[config.mk]
export PLATFORM = sky130hd
export DESIGN_NAME = calendar_clock_with_cron_match_core
export DESIGN_NICKNAME = d
export VERILOG_FILES = /design/src/rtl/calcron_pkg.sv /design/src/rtl/calendar_clock_with_cron_match_core.sv /design/src/rtl/calcron_advance.sv /design/src/rtl/calcron_match.sv
export SDC_FILE = /design/constraint.sdc
export NUM_CORES = 1
export LEC_CHECK = 0
export BUFFER_PORTS_ARGS = -buffer_cell sky130_fd_sc_hd__buf_2
export CAP_MARGIN = 20
export CORE_UTILIZATION = 57
export DETAILED_ROUTE_END_ITERATION = 16
export GPL_TIMING_DRIVEN = 0
export PLACE_DENSITY = 0.89
export SKIP_CTS_REPAIR_TIMING = 1
export SYNTH_ARGS = -nofsm -noshare
export SYNTH_HDL_FRONTEND = slang
export SYNTH_HIERARCHICAL = 1
export SYNTH_SLANG_ARGS = --single-unit
[constraint.sdc]
create_clock -name clk_i -period 11.3 [get_ports clk_i]
set_clock_uncertainty 0.1 [all_clocks]
set_input_delay 0.565 -clock clk_i [delete_from_list [all_inputs] [get_ports clk_i]]
set_output_delay 0.565 -clock clk_i [all_outputs]
set_load 0.02 [all_outputs]
[src/rtl/calcron_pkg.sv]
package calcron_pkg;

  // Field widths of the calendar clock
  localparam int unsigned SecondW   = 6;
  localparam int unsigned MinuteW   = 6;
  localparam int unsigned HourW     = 5;
  localparam int unsigned WeekdayW  = 3;
  localparam int unsigned MonthDayW = 5;
  localparam int unsigned YearDayW  = 9;
  localparam int unsigned MonthW    = 4;
  localparam int unsigned YearW     = 16;
  localparam int unsigned EpochW    = 32;

  // Configuration port
  localparam int unsigned CfgIndexW = 3;
  localparam int unsigned CfgDataW  = 61;

  // First year for which the clock counts as set
  localparam logic [YearW-1:0] YearValidMin = 16'd2018;

  typedef enum logic {
    CmdTick = 1'b0,
    CmdLoad = 1'b1
  } cmd_e;

  typedef enum logic [CfgIndexW-1:0] {
    CfgSecondMask   = 3'd0,
    CfgMinuteMask   = 3'd1,
    CfgHourMask     = 3'd2,
    CfgMonthDayMask = 3'd3,
    CfgMonthMask    = 3'd4,
    CfgWeekdayMask  = 3'd5
  } cfg_idx_e;

  typedef struct packed {
    logic [SecondW-1:0]   second;
    logic [MinuteW-1:0]   minute;
    logic [HourW-1:0]     hour;
    logic [WeekdayW-1:0]  weekday;
    logic [MonthDayW-1:0] month_day;
    logic [YearDayW-1:0]  year_day;
    logic [MonthW-1:0]    month;
    logic [YearW-1:0]     year;
    logic [EpochW-1:0]    epoch;
  } clock_t;

  typedef struct packed {
    logic fire;
    logic valid_res;
    logic fields_in_range;
  } status_t;

  // Days in a month of a common year; an unknown month counts as 31 days
  function automatic logic [MonthDayW-1:0] month_len(input logic [MonthW-1:0] month);
    logic [MonthDayW-1:0] len;
    unique case (month)
      4'd2:                      len = 5'd28;
      4'd4, 4'd6, 4'd9, 4'd11:   len = 5'd30;
      default:                   len = 5'd31;
    endcase
    return len;
  endfunction

endpackage

[src/rtl/calendar_clock_with_cron_match_core.sv]
// Calendar clock with cron-style alarm match. Each request either ticks the
// clock by one second (cmd 0) or loads every clock field (cmd 1), and gives
// one result with the clock after the request, a valid flag (year 2018 or
// later), a range check and a fire bit from six cron masks written through
// the configuration port (index 0 seconds to 5 weekdays, other indexes are
// ignored, masks reset to zero). A request waits in the input register and its
// result is then registered in the result stage; the block accepts one
// request per cycle as long as results are taken, and a result held by the
// output side stalls only the input register behind it. The configuration
// port is always ready; write it only while no request is in flight.
module calendar_clock_with_cron_match_core (
  input  logic                                 clk_i,
  input  logic                                 rst_ni,
  // configuration writes
  input  logic                                 cfg_valid_i,
  output logic                                 cfg_ready_o,
  input  logic [calcron_pkg::CfgIndexW-1:0]    cfg_index_i,
  input  logic [calcron_pkg::CfgDataW-1:0]     cfg_data_i,
  // requests
  input  logic                                 in_valid_i,
  output logic                                 in_ready_o,
  input  logic                                 cmd_i,
  input  logic [calcron_pkg::SecondW-1:0]      load_second_i,
  input  logic [calcron_pkg::MinuteW-1:0]      load_minute_i,
  input  logic [calcron_pkg::HourW-1:0]        load_hour_i,
  input  logic [calcron_pkg::WeekdayW-1:0]     load_weekday_i,
  input  logic [calcron_pkg::MonthDayW-1:0]    load_month_day_i,
  input  logic [calcron_pkg::YearDayW-1:0]     load_year_day_i,
  input  logic [calcron_pkg::MonthW-1:0]       load_month_i,
  input  logic [calcron_pkg::YearW-1:0]        load_year_i,
  input  logic [calcron_pkg::EpochW-1:0]       load_epoch_i,
  // results
  output logic                                 out_valid_o,
  input  logic                                 out_ready_i,
  output logic                                 fire_o,
  output logic                                 valid_res_o,
  output logic                                 fields_in_range_o,
  output logic [calcron_pkg::SecondW-1:0]      cur_second_o,
  output logic [calcron_pkg::MinuteW-1:0]      cur_minute_o,
  output logic [calcron_pkg::HourW-1:0]        cur_hour_o,
  output logic [calcron_pkg::WeekdayW-1:0]     cur_weekday_o,
  output logic [calcron_pkg::MonthDayW-1:0]    cur_month_day_o,
  output logic [calcron_pkg::YearDayW-1:0]     cur_year_day_o,
  output logic [calcron_pkg::MonthW-1:0]       cur_month_o,
  output logic [calcron_pkg::YearW-1:0]        cur_year_o,
  output logic [calcron_pkg::EpochW-1:0]       cur_epoch_o
);

  logic                  s1_valid_q;
  calcron_pkg::cmd_e     s1_cmd_q;
  calcron_pkg::clock_t   s1_load_q;
  calcron_pkg::clock_t   load_in;
  calcron_pkg::clock_t   clk_q;
  calcron_pkg::clock_t   clk_d;
  calcron_pkg::status_t  status_d;
  calcron_pkg::status_t  status_q;
  logic                  out_valid_q;
  logic                  out_free;
  logic                  s1_adv;
  logic                  in_acc;

  // Handshake: the result stage frees when empty or being taken
  assign out_free    = !out_valid_q || out_ready_i;
  assign s1_adv      = s1_valid_q && out_free;
  assign in_ready_o  = !s1_valid_q || out_free;
  assign in_acc      = in_valid_i && in_ready_o;
  assign cfg_ready_o = 1'b1;

  assign load_in.second    = load_second_i;
  assign load_in.minute    = load_minute_i;
  assign load_in.hour      = load_hour_i;
  assign load_in.weekday   = load_weekday_i;
  assign load_in.month_day = load_month_day_i;
  assign load_in.year_day  = load_year_day_i;
  assign load_in.month     = load_month_i;
  assign load_in.year      = load_year_i;
  assign load_in.epoch     = load_epoch_i;

  // Input register: hold the request until the result stage takes it
  always_ff @(posedge clk_i or negedge rst_ni) begin
    if (!rst_ni) begin
      s1_valid_q <= 1'b0;
    end else if (in_ready_o) begin
      s1_valid_q <= in_valid_i;
    end
  end

  always_ff @(posedge clk_i) begin
    if (in_acc) begin
      s1_cmd_q  <= calcron_pkg::cmd_e'(cmd_i);
      s1_load_q <= load_in;
    end
  end

  calcron_advance u_advance (
    .cmd_load_i (s1_cmd_q == calcron_pkg::CmdLoad),
    .cur_i      (clk_q),
    .load_i     (s1_load_q),
    .nxt_o      (clk_d)
  );

  calcron_match u_match (
    .clk_i       (clk_i),
    .rst_ni      (rst_ni),
    .cfg_we_i    (cfg_valid_i),
    .cfg_index_i (cfg_index_i),
    .cfg_data_i  (cfg_data_i),
    .clk_val_i   (clk_d),
    .status_o    (status_d)
  );

  // Clock state doubles as the result payload: it only moves when the
  // result stage is free, so it holds while a result waits
  always_ff @(posedge clk_i or negedge rst_ni) begin
    if (!rst_ni) begin
      clk_q       <= '0;
      out_valid_q <= 1'b0;
    end else begin
      if (s1_adv) begin
        clk_q <= clk_d;
      end
      if (out_free) begin
        out_valid_q <= s1_valid_q;
      end
    end
  end

  always_ff @(posedge clk_i) begin
    if (s1_adv) begin
      status_q <= status_d;
    end
  end

  assign out_valid_o       = out_valid_q;
  assign fire_o            = status_q.fire;
  assign valid_res_o       = status_q.valid_res;
  assign fields_in_range_o = status_q.fields_in_range;
  assign cur_second_o      = clk_q.second;
  assign cur_minute_o      = clk_q.minute;
  assign cur_hour_o        = clk_q.hour;
  assign cur_weekday_o     = clk_q.weekday;
  assign cur_month_day_o   = clk_q.month_day;
  assign cur_year_day_o    = clk_q.year_day;
  assign cur_month_o       = clk_q.month;
  assign cur_year_o        = clk_q.year;
  assign cur_epoch_o       = clk_q.epoch;

`ifndef ASSERT_OFF
  a_fire_needs_valid: assert property (@(posedge clk_i) disable iff (!rst_ni)
    out_valid_o |-> (!fire_o || valid_res_o))
    else $error("fire without a valid clock");

  a_valid_matches_year: assert property (@(posedge clk_i) disable iff (!rst_ni)
    out_valid_o |-> (valid_res_o == (cur_year_o >= calcron_pkg::YearValidMin)))
    else $error("valid flag disagrees with year");

  a_tick_epoch: assert property (@(posedge clk_i) disable iff (!rst_ni)
    (s1_adv && s1_cmd_q == calcron_pkg::CmdTick) |=>
      (clk_q.epoch == $past(clk_q.epoch) + 32'd1))
    else $error("tick did not advance epoch");

  a_load_takes_fields: assert property (@(posedge clk_i) disable iff (!rst_ni)
    (s1_adv && s1_cmd_q == calcron_pkg::CmdLoad) |=> (clk_q == $past(s1_load_q)))
    else $error("load did not set the clock");

  a_clock_holds_when_idle: assert property (@(posedge clk_i) disable iff (!rst_ni)
    !s1_adv |=> $stable(clk_q))
    else $error("clock moved without a request");
`endif

endmodule

[src/rtl/calcron_advance.sv]
module calcron_advance (
  input  logic                  cmd_load_i,
  input  calcron_pkg::clock_t   cur_i,
  input  calcron_pkg::clock_t   load_i,
  output calcron_pkg::clock_t   nxt_o
);

  logic                                    leap;
  logic [calcron_pkg::MonthDayW-1:0]       dim;
  logic [calcron_pkg::YearDayW-1:0]        last_yday;
  logic                                    sec_carry;
  logic                                    min_carry;
  logic                                    hour_carry;
  logic                                    mday_carry;
  calcron_pkg::clock_t                     tick_clk;

  // Work out the carries from the clock before the tick
  assign leap       = (cur_i.year[1:0] == 2'b00);
  assign sec_carry  = (cur_i.second >= 6'd59);
  assign min_carry  = (cur_i.minute >= 6'd59);
  assign hour_carry = (cur_i.hour >= 5'd23);
  assign last_yday  = leap ? 9'd366 : 9'd365;

  always_comb begin
    dim = calcron_pkg::month_len(cur_i.month);
    if (cur_i.month == 4'd2 && leap) begin
      dim = 5'd29;
    end
  end

  assign mday_carry = (cur_i.month_day >= dim);

  // Advance by one second, carrying up through the calendar
  always_comb begin
    tick_clk       = cur_i;
    tick_clk.epoch = cur_i.epoch + 32'd1;
    tick_clk.second = sec_carry ? 6'd0 : cur_i.second + 6'd1;
    if (sec_carry) begin
      tick_clk.minute = min_carry ? 6'd0 : cur_i.minute + 6'd1;
      if (min_carry) begin
        tick_clk.hour = hour_carry ? 5'd0 : cur_i.hour + 5'd1;
        if (hour_carry) begin
          tick_clk.weekday   = (cur_i.weekday >= 3'd7) ? 3'd1 : cur_i.weekday + 3'd1;
          tick_clk.month_day = mday_carry ? 5'd1 : cur_i.month_day + 5'd1;
          if (mday_carry) begin
            tick_clk.month = (cur_i.month >= 4'd12) ? 4'd1 : cur_i.month + 4'd1;
          end
          if (cur_i.year_day >= last_yday) begin
            tick_clk.year_day = 9'd1;
            tick_clk.year     = cur_i.year + 16'd1;
          end else begin
            tick_clk.year_day = cur_i.year_day + 9'd1;
          end
        end
      end
    end
  end

  // Take the load fields or the ticked clock
  assign nxt_o = cmd_load_i ? load_i : tick_clk;

endmodule

[src/rtl/calcron_match.sv]
module calcron_match (
  input  logic                                 clk_i,
  input  logic                                 rst_ni,
  input  logic                                 cfg_we_i,
  input  logic [calcron_pkg::CfgIndexW-1:0]    cfg_index_i,
  input  logic [calcron_pkg::CfgDataW-1:0]     cfg_data_i,
  input  calcron_pkg::clock_t                  clk_val_i,
  output calcron_pkg::status_t                 status_o
);

  logic [60:0] second_mask_q;
  logic [59:0] minute_mask_q;
  logic [23:0] hour_mask_q;
  logic [31:0] month_day_mask_q;
  logic [12:0] month_mask_q;
  logic [7:0]  weekday_mask_q;

  logic [63:0] second_vec;
  logic [63:0] minute_vec;
  logic [31:0] hour_vec;
  logic [15:0] month_vec;
  logic        all_sel;
  logic        valid_res;

  // Hold the cron masks; writes to unknown indexes are dropped
  always_ff @(posedge clk_i or negedge rst_ni) begin
    if (!rst_ni) begin
      second_mask_q    <= '0;
      minute_mask_q    <= '0;
      hour_mask_q      <= '0;
      month_day_mask_q <= '0;
      month_mask_q     <= '0;
      weekday_mask_q   <= '0;
    end else if (cfg_we_i) begin
      unique case (cfg_index_i)
        calcron_pkg::CfgSecondMask:   second_mask_q    <= cfg_data_i[60:0];
        calcron_pkg::CfgMinuteMask:   minute_mask_q    <= cfg_data_i[59:0];
        calcron_pkg::CfgHourMask:     hour_mask_q      <= cfg_data_i[23:0];
        calcron_pkg::CfgMonthDayMask: month_day_mask_q <= cfg_data_i[31:0];
        calcron_pkg::CfgMonthMask:    month_mask_q     <= cfg_data_i[12:0];
        calcron_pkg::CfgWeekdayMask:  weekday_mask_q   <= cfg_data_i[7:0];
        default: ;
      endcase
    end
  end

  // Pad the narrower masks so that values above their width read as not selected
  assign second_vec = {3'b000, second_mask_q};
  assign minute_vec = {4'b0000, minute_mask_q};
  assign hour_vec   = {8'h00, hour_mask_q};
  assign month_vec  = {3'b000, month_mask_q};

  assign all_sel = second_vec[clk_val_i.second] & minute_vec[clk_val_i.minute] &
                   hour_vec[clk_val_i.hour] & month_day_mask_q[clk_val_i.month_day] &
                   month_vec[clk_val_i.month] & weekday_mask_q[clk_val_i.weekday];

  assign valid_res = (clk_val_i.year >= calcron_pkg::YearValidMin);

  assign status_o.valid_res = valid_res;
  assign status_o.fire      = valid_res & all_sel;

  // Check every calendar field but the year against its legal range; the month day is only checked for zero
  assign status_o.fields_in_range =
      (clk_val_i.second < 6'd61) && (clk_val_i.minute < 6'd60) &&
      (clk_val_i.hour < 5'd24) && (clk_val_i.weekday != 3'd0) &&
      (clk_val_i.month_day != 5'd0) &&
      (clk_val_i.year_day != 9'd0) && (clk_val_i.year_day <= 9'd366) &&
      (clk_val_i.month != 4'd0) && (clk_val_i.month <= 4'd12);

endmodule
-- Word-level counts from Yosys, hierarchy flattened
Index checks and enable logic that the tools add are counted.
- register bits: 376
- bits of input ports: 156
- word-level logic and storage cells: 130
- add/sub/neg operators: 9
- $lt $le $gt $ge: 19
- equality and inequality tests: 10
- multiplexer cells: 28
- bitwise logic cells: 6
- reduce and logical (&&, ||, !) cells: 28
- operator list (kind ; count):
    $mux W86 ; 1
    $mux W48 ; 1
    $mux W42 ; 1
    $mux W37 ; 1
    $add A32 B1 Y32 const B ; 1
    $add A16 B1 Y16 const B ; 1
    $ge A16 B11 Y1 const B ; 1
    $mux W16 ; 1
    $lt A6 B7 Y1 const B ; 2
    $add A6 B1 Y6 const B ; 2
    $bmux W1 S6 ; 2
    $ge A6 B6 Y1 const B ; 2
    $lt A5 B6 Y1 const B ; 2
    $lt A6 B6 Y1 const B ; 2
    $mux W6 ; 2
    $reduce_and A2 Y1 ; 6
    $logic_and A1 B1 Y1 ; 11
    $add A5 B1 Y5 const B ; 2
    $bmux W1 S5 ; 2
    $mux W5 ; 2
    $add A9 B1 Y9 const B ; 1
    $ge A9 B9 Y1 ; 1
    $le A9 B9 Y1 const B ; 1
    $mux W9 ; 1
    33 further kinds ; 51

-- Depth between registers and ports, before layout
- depth after elaboration: 19
- gate-level depth with buffers: 19

-- Cells and area by module
Netlist, hierarchy kept.
- by module, submodules not included (module ; instances ; cells each ; area each (sq um)):
    calcron_match ; 1 ; 603 ; 9291.4
    calendar_clock_with_cron_match_core ; 1 ; 282 ; 6113.4
    calcron_advance ; 1 ; 493 ; 2965.3

-- Worst setup path before layout
Ideal clock, no wire load.
- kind: register to register
- start: register clk_q (netlist bit cur_month_o[0])
- end: register status_q (netlist bit fire_o), data pin
- data arrival time: 3737 ps
- data required time: 10942 ps
- slack: 7205 ps
- stages on the path, launching flop included: 19
- buffers on the path: 0
- cells stage by stage: dfrtp_1 -> inv_1 -> ha_1 -> o21ai_0 -> o21ai_0 -> o21ai_0 -> ha_1 -> nand2b_1 -> a21oi_1 -> nor4_4 -> nand2_1 -> a21oi_1 -> o31ai_1 -> mux4_2 -> mux2_2 -> o22ai_1 -> nor4b_1 -> nand3_1 -> nor4b_2
- RTL lines (element ; RTL line ; source):
    start, declared ; calendar_clock_with_cron_match_core.sv:53 ; calcron_pkg::clock_t clk_q;
    start signal, assigned ; calendar_clock_with_cron_match_core.sv:120 ; clk_q <= clk_d;
    end signal, assigned ; calendar_clock_with_cron_match_core.sv:130 ; status_q <= status_d;
    end, declared ; calendar_clock_with_cron_match_core.sv:56 ; calcron_pkg::status_t status_q;

==> impl_metrics.ini <==
[run_status]
status = completed

[run]
drv_cap = 0

[synth]
synth_seq_cells = 376
synth-main-ff-cell = dfrtp_1
ys_async_sr_fraction = 0.7606
yosysSeqAreaShare = 0.5367
synth_edf_count = 90
ys_types = 78
synth_nets = 1552
synth_area_leaders = dfrtp_1 (39%), mux2_2 (16%), edfxtp_1 (15%)
synthCells = 1378
yosysTopAreaCell = dfrtp_1
synth.avg_cell_area_um2 = 13.33
netlist_area_um2 = 18370
ys_warn_count = 6
synth_top_area_frac = 0.3896

[finish]
final_cell_mix = dfrtp_1 (286), buf_2 (271), mux2_2 (264), nand2_1 (121), edfxtp_1 (90)
layout_commonest_cell = dfrtp_1
nNetsFinal = 1844
drive_gt1_frac = 0.4113
synthToLayoutAreaGrowth_pct = 17.21
final_cells = 2105

[pwr]
p_leak_nw = 9.141
vdd_ir_drop_max_v = 0.0001614
power.density_nw_per_um2 = 210.7

[min_path]
hp-start = load_second_i[4]
min_path_type = in -> reg

[placed_design]
place.gp.congestion = 0.9005
dp_hpwl_mm = 35.23
portBuffers = 245
dp.cells = 2028

[cts]
cts_root_buf = clkbuf_16
cts_tree = built
insertion_delay_ns = 0.55
path_clk_slew_ns = 0.06
cts_inserted_buffers = 40
cts_sinks = 376
cts_max_path_buffers = 3
htreeDepth = 2

[sta]
hold_violations = 0
worst_slew_pin_slew_ns = 1.035
hold_slack_ns = 0.08153
period_share = 0.4095
finalSetupTns_ns = 0
setup-violations-final = 0
fmax_ghz = 0.2161
finalMaxSlewViolations = 0
rsz0062_at_grt = false
slew_headroom = 0.3039
layout_min_cycle_time_ns = 4.627

[critical_path]
crit_path_end_kind = register
crit_buf_inv = 1
required_ns = 11.50
slowest_stage = o31ai_1
critical_path.top_delay_family = simple AND/OR/NAND/NOR gates
crit_fanout = 10
crit_path_start_kind = register
critical_path.cell_chain = ha_1 > o2111a_1 > buf_2 > nand2_1 > nor4_4 > nor2_1 > o31ai_1 > mux4_2 > mux2_2 > o22ai_1 > nor4b_1 > nand3_1 > nor4b_2
timing.rr.start = cur_second_o[1]
crit_arrival_ns = 4.83
rrSetupSlack_ns = 6.67
crit_type = reg -> reg
slowest_delay_ns = 0.80
crit_start = cur_second_o[1]

[floorplan]
dieArea_um2 = 32950
start_util = 0.5807
rows = 65
core_um2 = 31640
io_pins = 248
dieWidth_um = 181.5
dieHeight_um = 181.5

[global_route]
grt_pass1_wl_mm = 76.27
grt_max_degree = 124
antenna_found_initial = 6
grt_remaining_overflow = 0
first_global_vias = 13294
track_usage = 0.3035

[detailed_routing]
firstDrtPassIters = 5
route.antenna.remaining_nets = 0
drtIter0Drc = 1069
vias = 13223
avgRoutedWirePerCell_um = 23.77
drc = 0
routed_via_density = 6.282
wl_mm = 50.03
report_power, final:
part           internal (mW)  total, mW  switching [mW]
sequential              1.67       1.93           0.263
clock                  0.761       1.31           0.551
combinational          0.605       1.29           0.687
worst reg2reg max path, stage by stage (launching register included):
cell	delay [ns]
dfrtp_1	0.44
ha_1	0.30
o2111a_1	0.24
buf_2	0.22
nand2_1	0.30
nor4_4	0.55
nor2_1	0.08
o31ai_1	0.80
mux4_2	0.60
mux2_2	0.30
o22ai_1	0.17
nor4b_1	0.10
nand3_1	0.13
nor4b_2	0.05
through the flow:
step	worst slack [ns]	util	instance area (um^2)	total power [mW]
global placement	4.400	0.6353	20100	3.131
detailed placement	6.773	0.6383	20190	3.209
global route	6.405	0.6806	21530	4.714
floorplan	7.205	-	18370	2.751
finish	6.673	0.6806	21530	4.537
CTS	6.749	0.6800	21510	4.528
worst paths after layout:
| check | depth (start not counted) | to |
|---|---|---|
| hold reg to reg | 1 | u_match/month_day_mask_q[7] |
| max in group asynchronous | 4 | u_match/month_day_mask_q[9] |
| hold / removal | 1 | s1_load_q[84] |
| setup / recovery | 13 | fire_o |
| setup reg to reg | 13 | fire_o |
| min in group asynchronous | 2 | cur_minute_o[1] |
synth_stat cells, types with 22 or more instances:
cell type	number
a21oi_1	22
nor2_1	32
o21ai_0	85
dfrtp_1	286
clkbuf_1	27
nand2_1	121
mux2_2	264
buf_2	26
nand3_1	37
mux2_4	29
edfxtp_1	90
mux2i_1	24
xnor2_1	26
mux4_2	34
logic make-up after synthesis:
logic type / Yosys count / synth area share
adders and majority gates: 19 / 0.01281
xor gates and xnor gates: 45 / 0.02145
DFF: 376 / 0.5367
buffers and inverters: 93 / 0.02690
other: 1 / 0.0002041
and+or+nand+nor: 304 / 0.08698
AOI/OAI and AO/OA: 180 / 0.06178
muxes: 360 / 0.2532
routing by layer:
metal / share of wire / global-route usage / vias to the layer above / wire [um]
met2: 0.49 / 0.5003 / 662 / 24470
met5: 0.00074 / 0 / - / 37
li1: - / - / 5726 / -
met4: 0.040 / 0.1298 / 8 / 1978
met1: 0.39 / 0.3898 / 6685 / 19440
met3: 0.082 / 0.06438 / 142 / 4103
registers in the layout, summed over array words and instances (netlist names), 3 cells and up:
name                      count
cur_second_o                  6
u_match/weekday_mask_q        8
cur_year_day_o                9
cur_month_day_o               5
s1_load_q                    86
u_match/month_day_mask_q     32
u_match/second_mask_q        61
cur_epoch_o                  32
cur_year_o                   16
u_match/month_mask_q         13
cur_month_o                   4
cur_weekday_o                 3
u_match/minute_mask_q        60
cur_minute_o                  6
u_match/hour_mask_q          24
cur_hour_o                    5
cell type report:
cell class              count  area (um^2)
fillers                  2146        10100
flip-flops and latches    376         9859
multi-input cells         909         8019
repair buffers            250         1334
clock buffers              59         1195
well taps                 402        503.0
plain buffers              74        422.9
clock inverters            15        125.1
inverters                  19        71.32
diodes                      1        2.502
Note: power is estimated with default switching activity, not from simulation.
